## config.mk

```make
export PLATFORM = sky130hd
export DESIGN_NAME = substring_deleter
export DESIGN_NICKNAME = d
export VERILOG_FILES = /design/src/rtl/subdel_pkg.sv /design/src/rtl/subdel_cell.sv /design/src/rtl/subdel_outq.sv /design/src/rtl/substring_deleter.sv
export VERILOG_INCLUDE_DIRS = /design/src /design/src/rtl
export SDC_FILE = /design/constraint.sdc
export NUM_CORES = 1
export LEC_CHECK = 0
export ABC_AREA = 1
export BUFFER_PORTS_ARGS = -buffer_cell sky130_fd_sc_hd__buf_2
export CORE_UTILIZATION = 40
export CTS_BUF_LIST = sky130_fd_sc_hd__clkbuf_4
export DETAILED_ROUTE_END_ITERATION = 10
export PLACE_DENSITY = 0.62
export SYNTH_ARGS = -nofsm -noshare
export SYNTH_HDL_FRONTEND = slang
export SYNTH_SLANG_ARGS = --single-unit
```

## constraint.sdc

```tcl
create_clock -name aclk -period 3.55 [get_ports aclk]
set_clock_uncertainty 0.15 [all_clocks]
set_input_delay 0.355 -clock aclk [delete_from_list [all_inputs] [get_ports aclk]]
set_output_delay 0.355 -clock aclk [all_outputs]
set_load 0.01 [all_outputs]
```

## src/rtl/substring_deleter_macros.svh

```systemverilog
// Assertion macros shared by the substring deleter RTL.
`ifndef SUBSTRING_DELETER_MACROS_SVH
`define SUBSTRING_DELETER_MACROS_SVH

// The consequent holds in the same cycle as the antecedent.
`define SUBDEL_ASSERT_SAME(lbl, ante, cons, msg) \
    lbl: assert property (@(posedge aclk) disable iff (!aresetn) (ante) |-> (cons)) \
        else $error(msg);

// The consequent holds in the cycle after the antecedent.
`define SUBDEL_ASSERT_NEXT(lbl, ante, cons, msg) \
    lbl: assert property (@(posedge aclk) disable iff (!aresetn) (ante) |=> (cons)) \
        else $error(msg);

`endif

```

## src/rtl/subdel_pkg.sv

```systemverilog
// Types and constants shared by the substring deleter modules.
package subdel_pkg;

    localparam int CODE_W    = 8;
    localparam int PATTERN_W = 64;
    localparam int LEN_W     = 4;

    localparam logic REG_IDX_PATTERN = 1'b0;
    localparam logic REG_IDX_LENGTH  = 1'b1;

    typedef struct packed {
        logic [CODE_W-1:0] char_code;
        logic              has_char;
        logic              is_last;
    } in_item_t;

    typedef struct packed {
        logic [CODE_W-1:0] out_code;
        logic              out_valid;
        logic              out_last;
    } out_item_t;

    typedef struct packed {
        logic              load;
        logic              shift;
        logic [CODE_W-1:0] code;
    } cell_ctl_t;

endpackage

```

## src/rtl/subdel_cell.sv

```systemverilog
// One window cell: holds a character, compares it with its pattern byte.
module subdel_cell import subdel_pkg::*; #(
    parameter int IDX   = 0,
    parameter int CNT_W = 4
) (
    input  logic              aclk,
    input  cell_ctl_t         ctl,
    input  logic [CNT_W-1:0]  count,
    input  logic              in_use,
    input  logic [CODE_W-1:0] pat_byte,
    input  logic [CODE_W-1:0] from_next,
    output logic [CODE_W-1:0] eff,
    output logic              match_ok
);

    logic [CODE_W-1:0] data_reg;
    logic [CODE_W-1:0] data_next;

    always_comb begin
        eff       = (ctl.load && (count == CNT_W'(IDX))) ? ctl.code : data_reg;
        match_ok  = !in_use || (eff == pat_byte);
        data_next = ctl.shift ? from_next : eff;
    end

    always_ff @(posedge aclk) begin
        data_reg <= data_next;
    end

endmodule

```

## src/rtl/subdel_outq.sv

```systemverilog
// Two-entry output queue that decouples the result channel from the window.
module subdel_outq import subdel_pkg::*; (
    input  logic      aclk,
    input  logic      aresetn,
    input  logic      push,
    input  out_item_t push_item,
    output logic      has_room,
    output logic      m_valid,
    input  logic      m_ready,
    output out_item_t m_item
);

    logic [1:0] occ_reg;
    logic [1:0] occ_next;
    out_item_t  head_reg;
    out_item_t  head_next;
    out_item_t  spare_reg;
    out_item_t  spare_next;
    logic       pop;

    always_comb begin
        pop        = (occ_reg != 2'd0) && m_ready;
        occ_next   = occ_reg;
        head_next  = head_reg;
        spare_next = spare_reg;
        case (occ_reg)
            2'd0: begin
                if (push) begin
                    head_next = push_item;
                    occ_next  = 2'd1;
                end
            end
            2'd1: begin
                if (push && pop) begin
                    head_next = push_item;
                end else if (push) begin
                    spare_next = push_item;
                    occ_next   = 2'd2;
                end else if (pop) begin
                    occ_next = 2'd0;
                end
            end
            2'd2: begin
                if (pop) begin
                    head_next = spare_reg;
                    occ_next  = 2'd1;
                end
            end
            default: begin
                occ_next = 2'd0;
            end
        endcase
    end

    always_ff @(posedge aclk) begin
        if (!aresetn) begin
            occ_reg <= 2'd0;
        end else begin
            occ_reg <= occ_next;
        end
        head_reg  <= head_next;
        spare_reg <= spare_next;
    end

    assign has_room = (occ_reg != 2'd2);
    assign m_valid  = (occ_reg != 2'd0);
    assign m_item   = head_reg;

endmodule

```

## src/rtl/substring_deleter.sv

```systemverilog
// Top level of the streaming substring deleter.
//
// Characters arrive on the s_ channel, one transfer per character, and the
// surviving characters leave on the m_ channel, one transfer per character.
// A transfer with has_char low carries no character; is_last closes a string.
// The window of cells holds back up to the pattern length minus one
// characters, so a character leaves after that many later characters have
// arrived and then passes through the output queue. Input is accepted every
// cycle while no flush runs and the two-entry output queue has room. A last
// transfer that leaves characters in the window starts a flush, during which
// s_ready is low, that emits one held character per cycle while the queue
// has room, at most seven. A string whose characters were all removed ends
// with a bare end marker. If the receiver stalls, the queue fills and s_ready
// drops after two results wait. Reset empties the window and the queue and
// clears both registers; a write to pattern_length also empties the window.
module substring_deleter import subdel_pkg::*; #(
    parameter int MAX_PATTERN = 8
) (
    input  logic                 aclk,
    input  logic                 aresetn,
    input  logic                 s_valid,
    output logic                 s_ready,
    input  in_item_t             s_item,
    output logic                 m_valid,
    input  logic                 m_ready,
    output out_item_t            m_item,
    input  logic                 psel,
    input  logic                 penable,
    input  logic                 pwrite,
    input  logic [3:0]           paddr,
    input  logic [PATTERN_W-1:0] pwdata,
    output logic [PATTERN_W-1:0] prdata,
    output logic                 pready
);

`include "substring_deleter_macros.svh"

    localparam int WIN_CAP = (MAX_PATTERN < 8) ? MAX_PATTERN : 8;
    localparam int CNT_W   = $clog2(WIN_CAP + 1);

    logic [PATTERN_W-1:0] pattern_reg;
    logic [LEN_W-1:0]     length_reg;
    logic [CNT_W-1:0]     count_reg;
    logic [CNT_W-1:0]     count_next;
    logic                 flush_reg;
    logic                 flush_next;

    logic                 cfg_wr;
    logic                 len_wr;
    logic [CNT_W-1:0]     len_w;
    logic                 room;
    logic                 acc;
    logic                 load;
    logic                 pass;
    logic                 full;
    logic                 hit;
    logic                 miss;
    logic                 flush_push;
    logic [CNT_W-1:0]     count_after;
    logic                 push;
    out_item_t            push_item;
    cell_ctl_t            ctl;

    logic [CODE_W-1:0]    eff [WIN_CAP];
    logic [WIN_CAP-1:0]   match_vec;

    assign pready = 1'b1;
    assign cfg_wr = psel && penable && pwrite && pready;
    assign len_wr = cfg_wr && (paddr[3] == REG_IDX_LENGTH);
    assign prdata = (paddr[3] == REG_IDX_LENGTH) ? PATTERN_W'(length_reg) : pattern_reg;

    always_ff @(posedge aclk) begin
        if (!aresetn) begin
            pattern_reg <= '0;
            length_reg  <= '0;
        end else if (cfg_wr) begin
            if (paddr[3] == REG_IDX_PATTERN) begin
                pattern_reg <= pwdata;
            end else begin
                length_reg <= pwdata[LEN_W-1:0];
            end
        end
    end

    always_comb begin
        len_w = (length_reg > LEN_W'(WIN_CAP)) ? CNT_W'(WIN_CAP) : length_reg[CNT_W-1:0];
        s_ready    = !flush_reg && room;
        acc        = s_valid && s_ready;
        load       = acc && s_item.has_char && (len_w != '0);
        pass       = acc && s_item.has_char && (len_w == '0);
        full       = load && ((count_reg + CNT_W'(1)) == len_w);
        hit        = full && (&match_vec);
        miss       = full && !(&match_vec);
        flush_push = flush_reg && room;

        if (!load) begin
            count_after = count_reg;
        end else if (hit) begin
            count_after = '0;
        end else if (miss) begin
            count_after = count_reg;
        end else begin
            count_after = count_reg + CNT_W'(1);
        end

        push      = 1'b0;
        push_item = '0;
        if (flush_push) begin
            push                = 1'b1;
            push_item.out_code  = eff[0];
            push_item.out_valid = 1'b1;
            push_item.out_last  = (count_reg == CNT_W'(1));
        end else if (pass) begin
            push                = 1'b1;
            push_item.out_code  = s_item.char_code;
            push_item.out_valid = 1'b1;
            push_item.out_last  = s_item.is_last;
        end else if (miss) begin
            push                = 1'b1;
            push_item.out_code  = eff[0];
            push_item.out_valid = 1'b1;
            push_item.out_last  = s_item.is_last && (count_after == '0);
        end else if (acc && s_item.is_last && (count_after == '0)) begin
            push               = 1'b1;
            push_item.out_last = 1'b1;
        end

        ctl.load  = load;
        ctl.shift = miss || flush_push;
        ctl.code  = s_item.char_code;

        count_next = count_reg;
        flush_next = flush_reg;
        if (len_wr) begin
            count_next = '0;
            flush_next = 1'b0;
        end else if (flush_push) begin
            count_next = count_reg - CNT_W'(1);
            flush_next = (count_reg != CNT_W'(1));
        end else if (acc) begin
            count_next = count_after;
            flush_next = s_item.is_last && (count_after != '0);
        end
    end

    always_ff @(posedge aclk) begin
        if (!aresetn) begin
            count_reg <= '0;
            flush_reg <= 1'b0;
        end else begin
            count_reg <= count_next;
            flush_reg <= flush_next;
        end
    end

    for (genvar g = 0; g < WIN_CAP; g++) begin : g_cell
        logic [CODE_W-1:0] from_next;
        if (g == WIN_CAP - 1) begin : g_tail
            assign from_next = '0;
        end else begin : g_link
            assign from_next = eff[g+1];
        end
        subdel_cell #(
            .IDX   (g),
            .CNT_W (CNT_W)
        ) u_cell (
            .aclk      (aclk),
            .ctl       (ctl),
            .count     (count_reg),
            .in_use    (CNT_W'(g) < len_w),
            .pat_byte  (pattern_reg[CODE_W*g +: CODE_W]),
            .from_next (from_next),
            .eff       (eff[g]),
            .match_ok  (match_vec[g])
        );
    end

    subdel_outq u_outq (
        .aclk      (aclk),
        .aresetn   (aresetn),
        .push      (push),
        .push_item (push_item),
        .has_room  (room),
        .m_valid   (m_valid),
        .m_ready   (m_ready),
        .m_item    (m_item)
    );

    `SUBDEL_ASSERT_SAME(a_count_ok, 1'b1, count_reg < len_w || count_reg == '0, "Count too high.")
    `SUBDEL_ASSERT_SAME(a_flush_has_data, flush_reg, count_reg != '0, "Empty window in flush.")
    `SUBDEL_ASSERT_NEXT(a_hit_clears, hit, count_reg == '0, "A match did not empty the window.")
    `SUBDEL_ASSERT_SAME(a_push_room, push, room, "A result was pushed into a full output queue.")

endmodule

```

==> results of run 1 <==
-- power by group through the flow --
stage	registers, W	logic, W	clock network (W)
floorplan	0.00234	0.00128	0
global placement	0.00234	0.00230	0
detailed placement	0.00235	0.00234	0
CTS	0.00231	0.00244	0.00131
global route	0.00237	0.00295	0.00139
finish	0.00234	0.00265	0.00128
-- worst max path at each step --
stage	start	end	slack [ns]
floorplan	count_reg[0]	u_outq.spare_reg[0]	0.12
global placement	s_valid	u_outq.spare_reg[7]	-0.17
detailed placement	s_item[1]	u_outq.spare_reg[8]	-0.21
CTS	u_outq.occ_reg[0]	u_outq.spare_reg[0]	-0.08
global route	count_reg[0]	u_outq.spare_reg[9]	-0.41
finish	u_outq.occ_reg[0]	u_outq.spare_reg[7]	-0.16
-- final cells by class --
cell class              instances  area, um^2
multi-input cells             954        4650
inverters                     157         591
fillers                      1983        8460
well taps                     275         344
diodes                          1        2.50
clock inverters                15         209
clock buffers                  17         128
flip-flops and latches        159        3390
repair buffers                419        3250
-- metrics by stage --
step,setup WS [ns],power (W),hold slack (ns)
floorplan,0.125,0.00362,0.301
global placement,-0.171,0.00464,0.324
detailed placement,-0.208,0.00468,0.331
CTS,-0.0836,0.00606,0.0107
global route,-0.411,0.00671,0.00193
finish,-0.161,0.00627,0.0489
-- worst min-delay path, stage by stage --
cell and delay (ns):
buf_2 0.20, nand3_2 0.13, a21oi_1 0.06
-- kinds of logic after synthesis --
group / synth area share [%]
simple gates: 34.5
flops: 39.4
compound gates: 14.3
other cells: 0.0437
buf+inv: 10.5
fa+ha+maj: 0.728
xor+xnor: 0.510
-- layer usage --
metal	part of all wire, %	wire, um	vias up
met5	0	0	-
met4	3.0	904	0
met2	47	14200	335
li1	-	-	5057
met3	5.8	1750	59
met1	44	13200	4514
-- cell usage in the layout (no fill, tap or decap), types with 23 or more instances in the layout --
cell             n
a21oi_1         84
a31oi_1         24
buf_2          158
buf_4          169
dfxtp_1        135
dlygate4sd3_1   66
inv_1          146
nand2_1        351
nand2_2         29
nand3_1        149
nand3_2         23
nor2_1         116
o21ai_0        109
-- timing repair --
item / 4_1_cts / 5_1_grt
hold buffers: 66 / 0
setup endpoints to repair: 21 / 51
gates cloned: 3 / 6
resized for setup: 17 / 91
buffers inserted: 4 / 14
pin swaps: 3 / 20
hold endpoints to repair: 72 / 0
==> run metrics, run 1 <==
status complete, but fails checks; failing checks negative setup slack; clock-pin transition on the worst setup and hold timing paths 0.15 ns; crit-path max FO 10; Yosys top cell by area dfxtp_1; Hold Fails Final Rpt 0; Net Sw Frac between 30% and 40%; Avg Vias per Cell 4.99; number of cells on the critical path 28; Core ar. around 21000 um^2; placed cells ~1900; sw power 0.00223 W; Leak slightly above 6 nW; post-route clock period utilization 105%; Finished Layout Cells ~2000; launch point of the worst reg-to-reg path u_outq.occ_reg[0]; total number of vias 9965; VDD IR-drop max roughly 280 uV; Fmax around 270 MHz; number of DRC markers in iteration 0 ~680; Top FF cell, synth dfxtp_1; Comb pwr share a little over two fifths; critical path capture point type flip-flop; top-count cell post-synth nand2_1; Reg2Reg Depth 28; Row Count 53; per-cell routed wire length 15.0 um; CP Data Arrival Time ~3.9 ns; Setup Viol. Count Final 22; GR Layer Usage met2 a little under half; remaining global-route overflow 0; Post-Route Utilization roughly three fifths; H-tree depth 4; number of synthesized flops with an enable pin 20; cells after synthesis ~1300; die width ~150 um; RSZ-0062 raised after global routing yes; largest net degree at the start of global routing between 100 and 150; RePlAce Congestion slightly below 0.9; fraction of registers with async set/reset 0%; Hold EP g_cell[7].u_cell.data_reg[3]; Hold WC Path Type in -> reg; Startpoint Class flip-flop; Detail Route Antenna Nets 0; clock share of power about 20%; GRT Max-Usage Layer met2; placed wire-length estimate around 20 mm; GRT Overall Usage 26.8%; clock buffer count from CTS 17; layout net count between 1500 and 2000; critical path's top delay family simple AND/OR/NAND/NOR gates; largest buffer count on any clock path 2; Worst Path Class, Setup reg -> reg; worst slew pin tran between 0.7 and 0.8 ns; first-pass GRT wire length between 40 and 50 mm; Max Cap Violations 0; sequential-to-total area share from yosys stat between 30% and 40%; die area between 20000 and 25000 um^2; FF-to-FF setup slack -0.16 ns; CP max-delay cell dfxtp_2; global routing usage on met3 4.48%; Seq pwr share a little under two fifths; I/O Buffers 157; Hold Startpoint s_item[5]; Max stage delay on crit path 0.37 ns; Hold Path Depth 3; crit-path most repeated cell nand2_1; DRC 0; Rel. slew slack roughly 48%; Clock Sinks 159; Post-Syn Nets roughly 1400; share of cells above drive strength 1 between 20% and 30%; largest cells by area after synthesis dfxtp_1 32%, nand2_1 17%, nand3_1 9.9%; area delta synth->final 46.2%; Worst-Skew Late Latency a little under 0.6 ns; vias in the first global route 9023; CTS tree built; post-route worst setup slack -0.161 ns; top cell type's share of synthesized area between 30% and 40%; die height around 150 um; root buffer cell clkbuf_4; Mapped Area roughly 8600 um^2; Int Pwr roughly 0.0040 W; DRT Pass-1 Iters 6; crit path buf inv count 5; register bit total from synthesis ~160; min cycle time layout about 3.7 ns; initial core utilization between 40 and 50%; placed cell area ~11000 um^2; Avg Synthesized Cell Area 6.43 um^2; R2R Path End u_outq.spare_reg[7]; io pins ~160; initial antenna violation count 1; Req. time, crit path around 3.7 ns; most frequent cells after synthesis 388 x nand2_1, 170 x nand3_1, 150 x inv_1; fin area approximately 13000 um^2; final WL 30.0 mm; met1 Resource Use GR approximately a third; post-synth cell types 34; Pwr Density 499 nW/um^2; max-slew violation total from the final report 0; yosys synthesis warning count 0; sum of negative setup slack -2.36 ns
No activity file was read; power rests on OpenSTA's default activity.
==> run 2: changes to the inputs <==
--- a/config.mk
+++ b/config.mk
@@ -11,7 +11,9 @@
 export CORE_UTILIZATION = 40
 export CTS_BUF_LIST = sky130_fd_sc_hd__clkbuf_4
 export DETAILED_ROUTE_END_ITERATION = 10
+export HOLD_SLACK_MARGIN = 0.12
 export PLACE_DENSITY = 0.62
 export SYNTH_ARGS = -nofsm -noshare
 export SYNTH_HDL_FRONTEND = slang
 export SYNTH_SLANG_ARGS = --single-unit
+export TNS_END_PERCENT = 5
==> run 2 against run 1 <==
The run still ends with negative setup slack left; cell count is 0.45% lower; sequential cell count stayed put; register-to-register slack worse by 0.03 ns; critical path depth is 1 lower; fmax is 0.87% lower; first-iteration DRC count is 13% lower; count of clock-buffer cells in the layout stayed put; via count is 1.7% lower; total power is 3.4% lower; global-route usage is 0.12 points higher; highest routed layer unchanged.
==> run metrics, run 2 (synthesis results as in run 1) <==
status complete, but fails checks; failing checks negative setup slack; Req. time, crit path approximately 3.7 ns; Worst Path Class, Setup reg -> reg; CP Data Arrival Time about 4 ns; die width between 100 and 150 um; initial antenna violation count 1; most frequent cells in the layout 382 x nand2_1, 170 x nand3_1, 164 x buf_4; vias in the first global route roughly 9000; largest net degree at the start of global routing approximately 130; area delta synth->final 40.8%; max-slew violation total from the final report 0; Hold Path Depth 4; Core ar. 21000 um^2; Max Cap Violations 0; crit-path max FO 22; post-route clock period utilization 105%; Startpoint Class flip-flop; Finished Layout Cells 1988; first-pass GRT wire length about 46 mm; DRT Pass-1 Iters 8; Fmax roughly 270 MHz; Worst-Skew Late Latency between 0.5 and 0.6 ns; Leak ~6.0 nW; DRC 0; Hold Fails Final Rpt 0; layout net count 1789; Reg2Reg Depth 27; CTS tree built; Clock Sinks 159; Pwr Density 501 nW/um^2; commonest non-fill, non-tap cell in the layout nand2_1; initial core utilization 40.9%; WHS approximately 0.19 ns; fill count 2008; RePlAce Congestion roughly 0.87; RSZ-0062 raised after global routing yes; number of DRC markers in iteration 0 590; min cycle time layout about 3.7 ns; post-route worst setup slack -0.194 ns; I/O Buffers 157; Row Count 53; die area around 22000 um^2; clock-pin transition on the worst setup and hold timing paths 0.15 ns; GRT Overall Usage 26.9%; Detail Route Antenna Nets 0; placed cells 1872; Setup Viol. Count Final 22; per-cell routed wire length ~15 um; Hold WC Path Type in -> reg; die height 149 um; H-tree depth 4; placed wire-length estimate 20.3 mm; Rel. slew slack between 40% and 50%; final WL around 29 mm; total number of vias 9791; largest buffer count on any clock path 2; worst slew pin tran 0.780 ns; Avg Vias per Cell just under 5; clock buffer count from CTS 17; critical path capture point type flip-flop; io pins approximately 160; root buffer cell clkbuf_4; VDD IR-drop max 272 uV; share of cells above drive strength 1 23.7%; remaining global-route overflow 0
==> run 2: changes by cell type in the layout (fill, tap and decap cells not counted), sizes merged <==
cell / previous run / this run
bufbuf: 0 / 3
buf: 348 / 333
dlygate4sd3: 66 / 74
clkbuf: 22 / 17
==> run 2: through the flow <==
| stage | utilization (%) | total power [W] | setup slack [ns] | cell area (um^2) | TNS (ns) |
|---|---|---|---|---|---|
| floorplan | - | 0.00362 | 0.125 | 8600 | 0 |
| global placement | 51.5 | 0.00464 | -0.171 | 10800 | -2.74 |
| detailed placement | 51.5 | 0.00468 | -0.208 | 10800 | -3.33 |
| CTS | 57.2 | 0.00605 | -0.151 | 12000 | -2.37 |
| global route | 57.5 | 0.00651 | -0.518 | 12100 | -10.41 |
| finish | 57.5 | 0.00606 | -0.194 | 12100 | -2.50 |
==> run 2: critical path, stage by stage, from the launching register on <==
cell       delay (ns)
dfxtp_2          0.36
inv_1            0.05
nand2_1          0.07
nand4_1          0.20
nor2_4           0.17
buf_4            0.15
bufbuf_16        0.30
nand3_1          0.10
nand2_1          0.11
nand2_1          0.05
nand2_1          0.05
nand2_1          0.05
nor2_1           0.09
nand2_1          0.11
nand2_1          0.08
nand2_1          0.06
nor2_2           0.12
nand2_2          0.09
nand2_2          0.08
nand3_1          0.06
nand2_1          0.06
inv_1            0.06
nor2_2           0.12
nand4_1          0.16
nand2_1          0.09
nand2_1          0.09
nor3_4           0.22
buf_12           0.15
==> run 2: path summary, 6_finish.rpt <==
kind	end	slack, ns	startpoint
worst min register to register	pattern_reg[0]	0.35	pattern_reg[0]
worst min-delay path	g_cell[7].u_cell.data_reg[0]	0.19	s_item[2]
worst max register to register	u_outq.spare_reg[8]	-0.19	u_outq.occ_reg[0]
worst max-delay path	u_outq.spare_reg[8]	-0.19	u_outq.occ_reg[0]
==> run 2: repair_timing <==
action | CTS | global route
pin swaps | 2 | 5
endpoints found under the setup margin | 21 | 80
hold endpoints to repair | 94 | 10
cloned | 3 | 0
setup buffers | 4 | 2
hold buffers | 73 | 1
gates resized for setup | 4 | 14
==> run 2: power breakdown <==
group | leakage (nW) | internal [W] | total (W) | switching (W)
combinational | 4.49 | 0.00118 | 0.00247 | 0.00129
sequential | 1.33 | 0.00219 | 0.00231 | 0.000117
clock | 0.159 | 0.000567 | 0.00128 | 0.000708
total | 5.98 | 0.00394 | 0.00606 | 0.00212
==> run 2: cell type report <==
type	count	area (um^2)	share of cell area, %
antenna	1	2.50	0.0207
inverter	157	591	4.88
multi-input combinational	954	4360	36.0
clock inverter	15	209	1.73
clock buffer	17	128	1.06
tap	275	344	2.84
sequential	159	3390	28.0
timing repair buffer	410	3080	25.4
==> run 2: per-layer routing <==
| metal | part of all wire (%) | global-route usage (%) | vias to the layer above |
|---|---|---|---|
| met4 | 3.0 | 11.4 | 0 |
| met5 | 0 | 0 | - |
| met2 | 47 | 45.4 | 290 |
| li1 | - | - | 5036 |
| met3 | 5.5 | 4.36 | 60 |
| met1 | 45 | 33.9 | 4405 |
==> run 3: changes to the inputs <==
--- a/config.mk
+++ b/config.mk
@@ -8,11 +8,12 @@
 export LEC_CHECK = 0
 export ABC_AREA = 1
 export BUFFER_PORTS_ARGS = -buffer_cell sky130_fd_sc_hd__buf_2
-export CORE_UTILIZATION = 40
+export CORE_UTILIZATION = 50
 export CTS_BUF_LIST = sky130_fd_sc_hd__clkbuf_4
 export DETAILED_ROUTE_END_ITERATION = 10
 export HOLD_SLACK_MARGIN = 0.12
-export PLACE_DENSITY = 0.62
+export PLACE_DENSITY = 0.75
+export RECOVER_POWER = 50
 export SYNTH_ARGS = -nofsm -noshare
 export SYNTH_HDL_FRONTEND = slang
 export SYNTH_SLANG_ARGS = --single-unit
==> run 3 against run 2 <==
The flow finishes with violations (max-capacitance violations, max-slew violations, negative setup slack); utilization rose by 15 points; worst hold slack got worse by 0.0054 ns; count of clock-buffer cells in the layout is the same; clock power fell by 10%; fmax grew 0.63%; routed wire length up 0.20%; sequential power is essentially flat; die area fell by 20%; via count is 2.7% higher; first-iteration DRC count up 42%; non-clock buffer count is 23 lower; critical path type unchanged.
==> run metrics, run 3 (synthesis results as in run 1) <==
Avg Vias per Cell between 5 and 6; area of the multi-input gates between 4000 and 5000 um^2; Fmax between 200 and 300 MHz; placed cells ~1800; die area 17700 um^2; crit-path most repeated cell nand2_1; FF-to-FF setup slack -0.17 ns; area delta synth->final 40.3%; first-pass GRT wire length 44.4 mm; VDD IR-drop max 285 uV; die height 133 um; Req. time, crit path ~3.8 ns; DRC 0; Detail Route Antenna Nets 0; RSZ-0062 raised after global routing yes; initial antenna violation count 2; final WL about 29 mm; Setup Viol. Count Final 20; remaining global-route overflow 0; fin area roughly 12000 um^2; largest net degree at the start of global routing 74; max-slew violation total from the final report 36; Max stage delay on crit path about 0.36 ns; Row Count 47; CTS tree built; Reg2Reg Depth 28; Pwr Density just under 500 nW/um^2; Max Cap Violations 1; worst slew pin tran roughly 1.6 ns; Leak 5.71 nW; Finished Layout Cells 1913; initial core utilization about half; min cycle time layout 3.72 ns; H-tree depth 4; dpl ws -0.196 ns; crit-path max FO 10; io pins 162; clock buffer count from CTS 17; placed wire-length estimate 19.0 mm; Hold Path Depth 3; fill count between 1000 and 1500; root buffer cell clkbuf_4; share of cells above drive strength 1 a little under a quarter; post-route worst setup slack -0.171 ns; CP max-delay cell dfxtp_2; clock-pin transition on the worst setup and hold timing paths 0.14 ns; placed cell area around 10000 um^2; Worst Path Class, Setup reg -> reg; largest buffer count on any clock path 2; WHS 0.186 ns; vias in the first global route 9062; I/O Buffers about 160; total number of vias 10100; failing checks max-capacitance violations, max-slew violations, negative setup slack; most frequent cells in the layout 353 x nand2_1, 155 x nand3_1, 146 x inv_1; number of DRC markers in iteration 0 approximately 840; layout net count between 1500 and 2000; post-route clock period utilization 105%; RePlAce Congestion 0.934; sequential cell area 3380 um^2; DRT Pass-1 Iters 6; Core ar. approximately 17000 um^2; die width about 130 um; Hold Fails Final Rpt 0; commonest non-fill, non-tap cell in the layout nand2_1; Worst-Skew Late Latency approximately 0.62 ns; Rel. slew slack -6.38%; Clock Sinks roughly 160; Startpoint Class flip-flop; CP Data Arrival Time roughly 4 ns; status complete, but fails checks; Hold WC Path Type in -> reg; per-cell routed wire length 15.3 um; GRT Overall Usage between 30% and 40%; critical path capture point type flip-flop
run 3: cell count changes in the layout (fill, tap and decap cells not counted), sizes merged, moves of 2 or more:
cell	before	now
clkbuf	17	61
bufinv	4	2
bufbuf	3	1
nand2	393	395
buf	333	267
run 3: per-layer routing:
layer	vias up	global-route usage, %	routed length, um
li1	4994	-	-
met1	4575	40.3	11700
met2	436	54.4	14200
met3	55	6.28	2510
met4	0	11.9	762
met5	-	0	0
run 3: worst max-delay path: cells and delay by family, from the launching register on:
kind                   cells  cell delay, ns
and+or+nand+nor           22            2.11
buffers and inverters      6            0.78
DFF                        1            0.36
run 3: path summary, 6_finish.rpt:
path / from / endpoint
hold / removal: pwrite / length_reg[0]
setup / recovery: u_outq.occ_reg[0] / u_outq.m_item[0]
hold reg to reg: g_cell[7].u_cell.data_reg[1] / g_cell[7].u_cell.data_reg[1]
setup reg to reg: u_outq.occ_reg[0] / u_outq.m_item[0]
run 3: through the flow:
step                TNS [ns]  total power (W)  util [%]
finish                 -2.94          0.00598      72.2
global route           -8.18          0.00637      72.2
CTS                    -1.23          0.00578      69.5
detailed placement     -3.86          0.00455      62.4
global placement       -2.85          0.00450      62.4
floorplan                  0          0.00362         -
run 3: report_power, final:
part	total [W]	switching, W	internal, W
clock	0.00115	0.000729	0.000425
sequential	0.00233	0.000136	0.00220
combinational	0.00249	0.00133	0.00116
run 3: cell type report:
cell class | instances | area share (%)
clock inverter | 15 | 1.32
multi-input combinational | 956 | 38.5
inverter | 157 | 4.90
timing repair buffer | 387 | 23.8
sequential | 159 | 28.1
antenna | 2 | 0.0415
tap | 220 | 2.28
clock buffer | 17 | 1.06
run 3: what timing repair did:
action	in CTS	in global routing
hold endpoints to repair	104	0
pin swaps	4	25
setup buffers	4	11
cloned	2	6
setup endpoints to repair	24	83
hold buffers	75	0
resized for setup	15	78
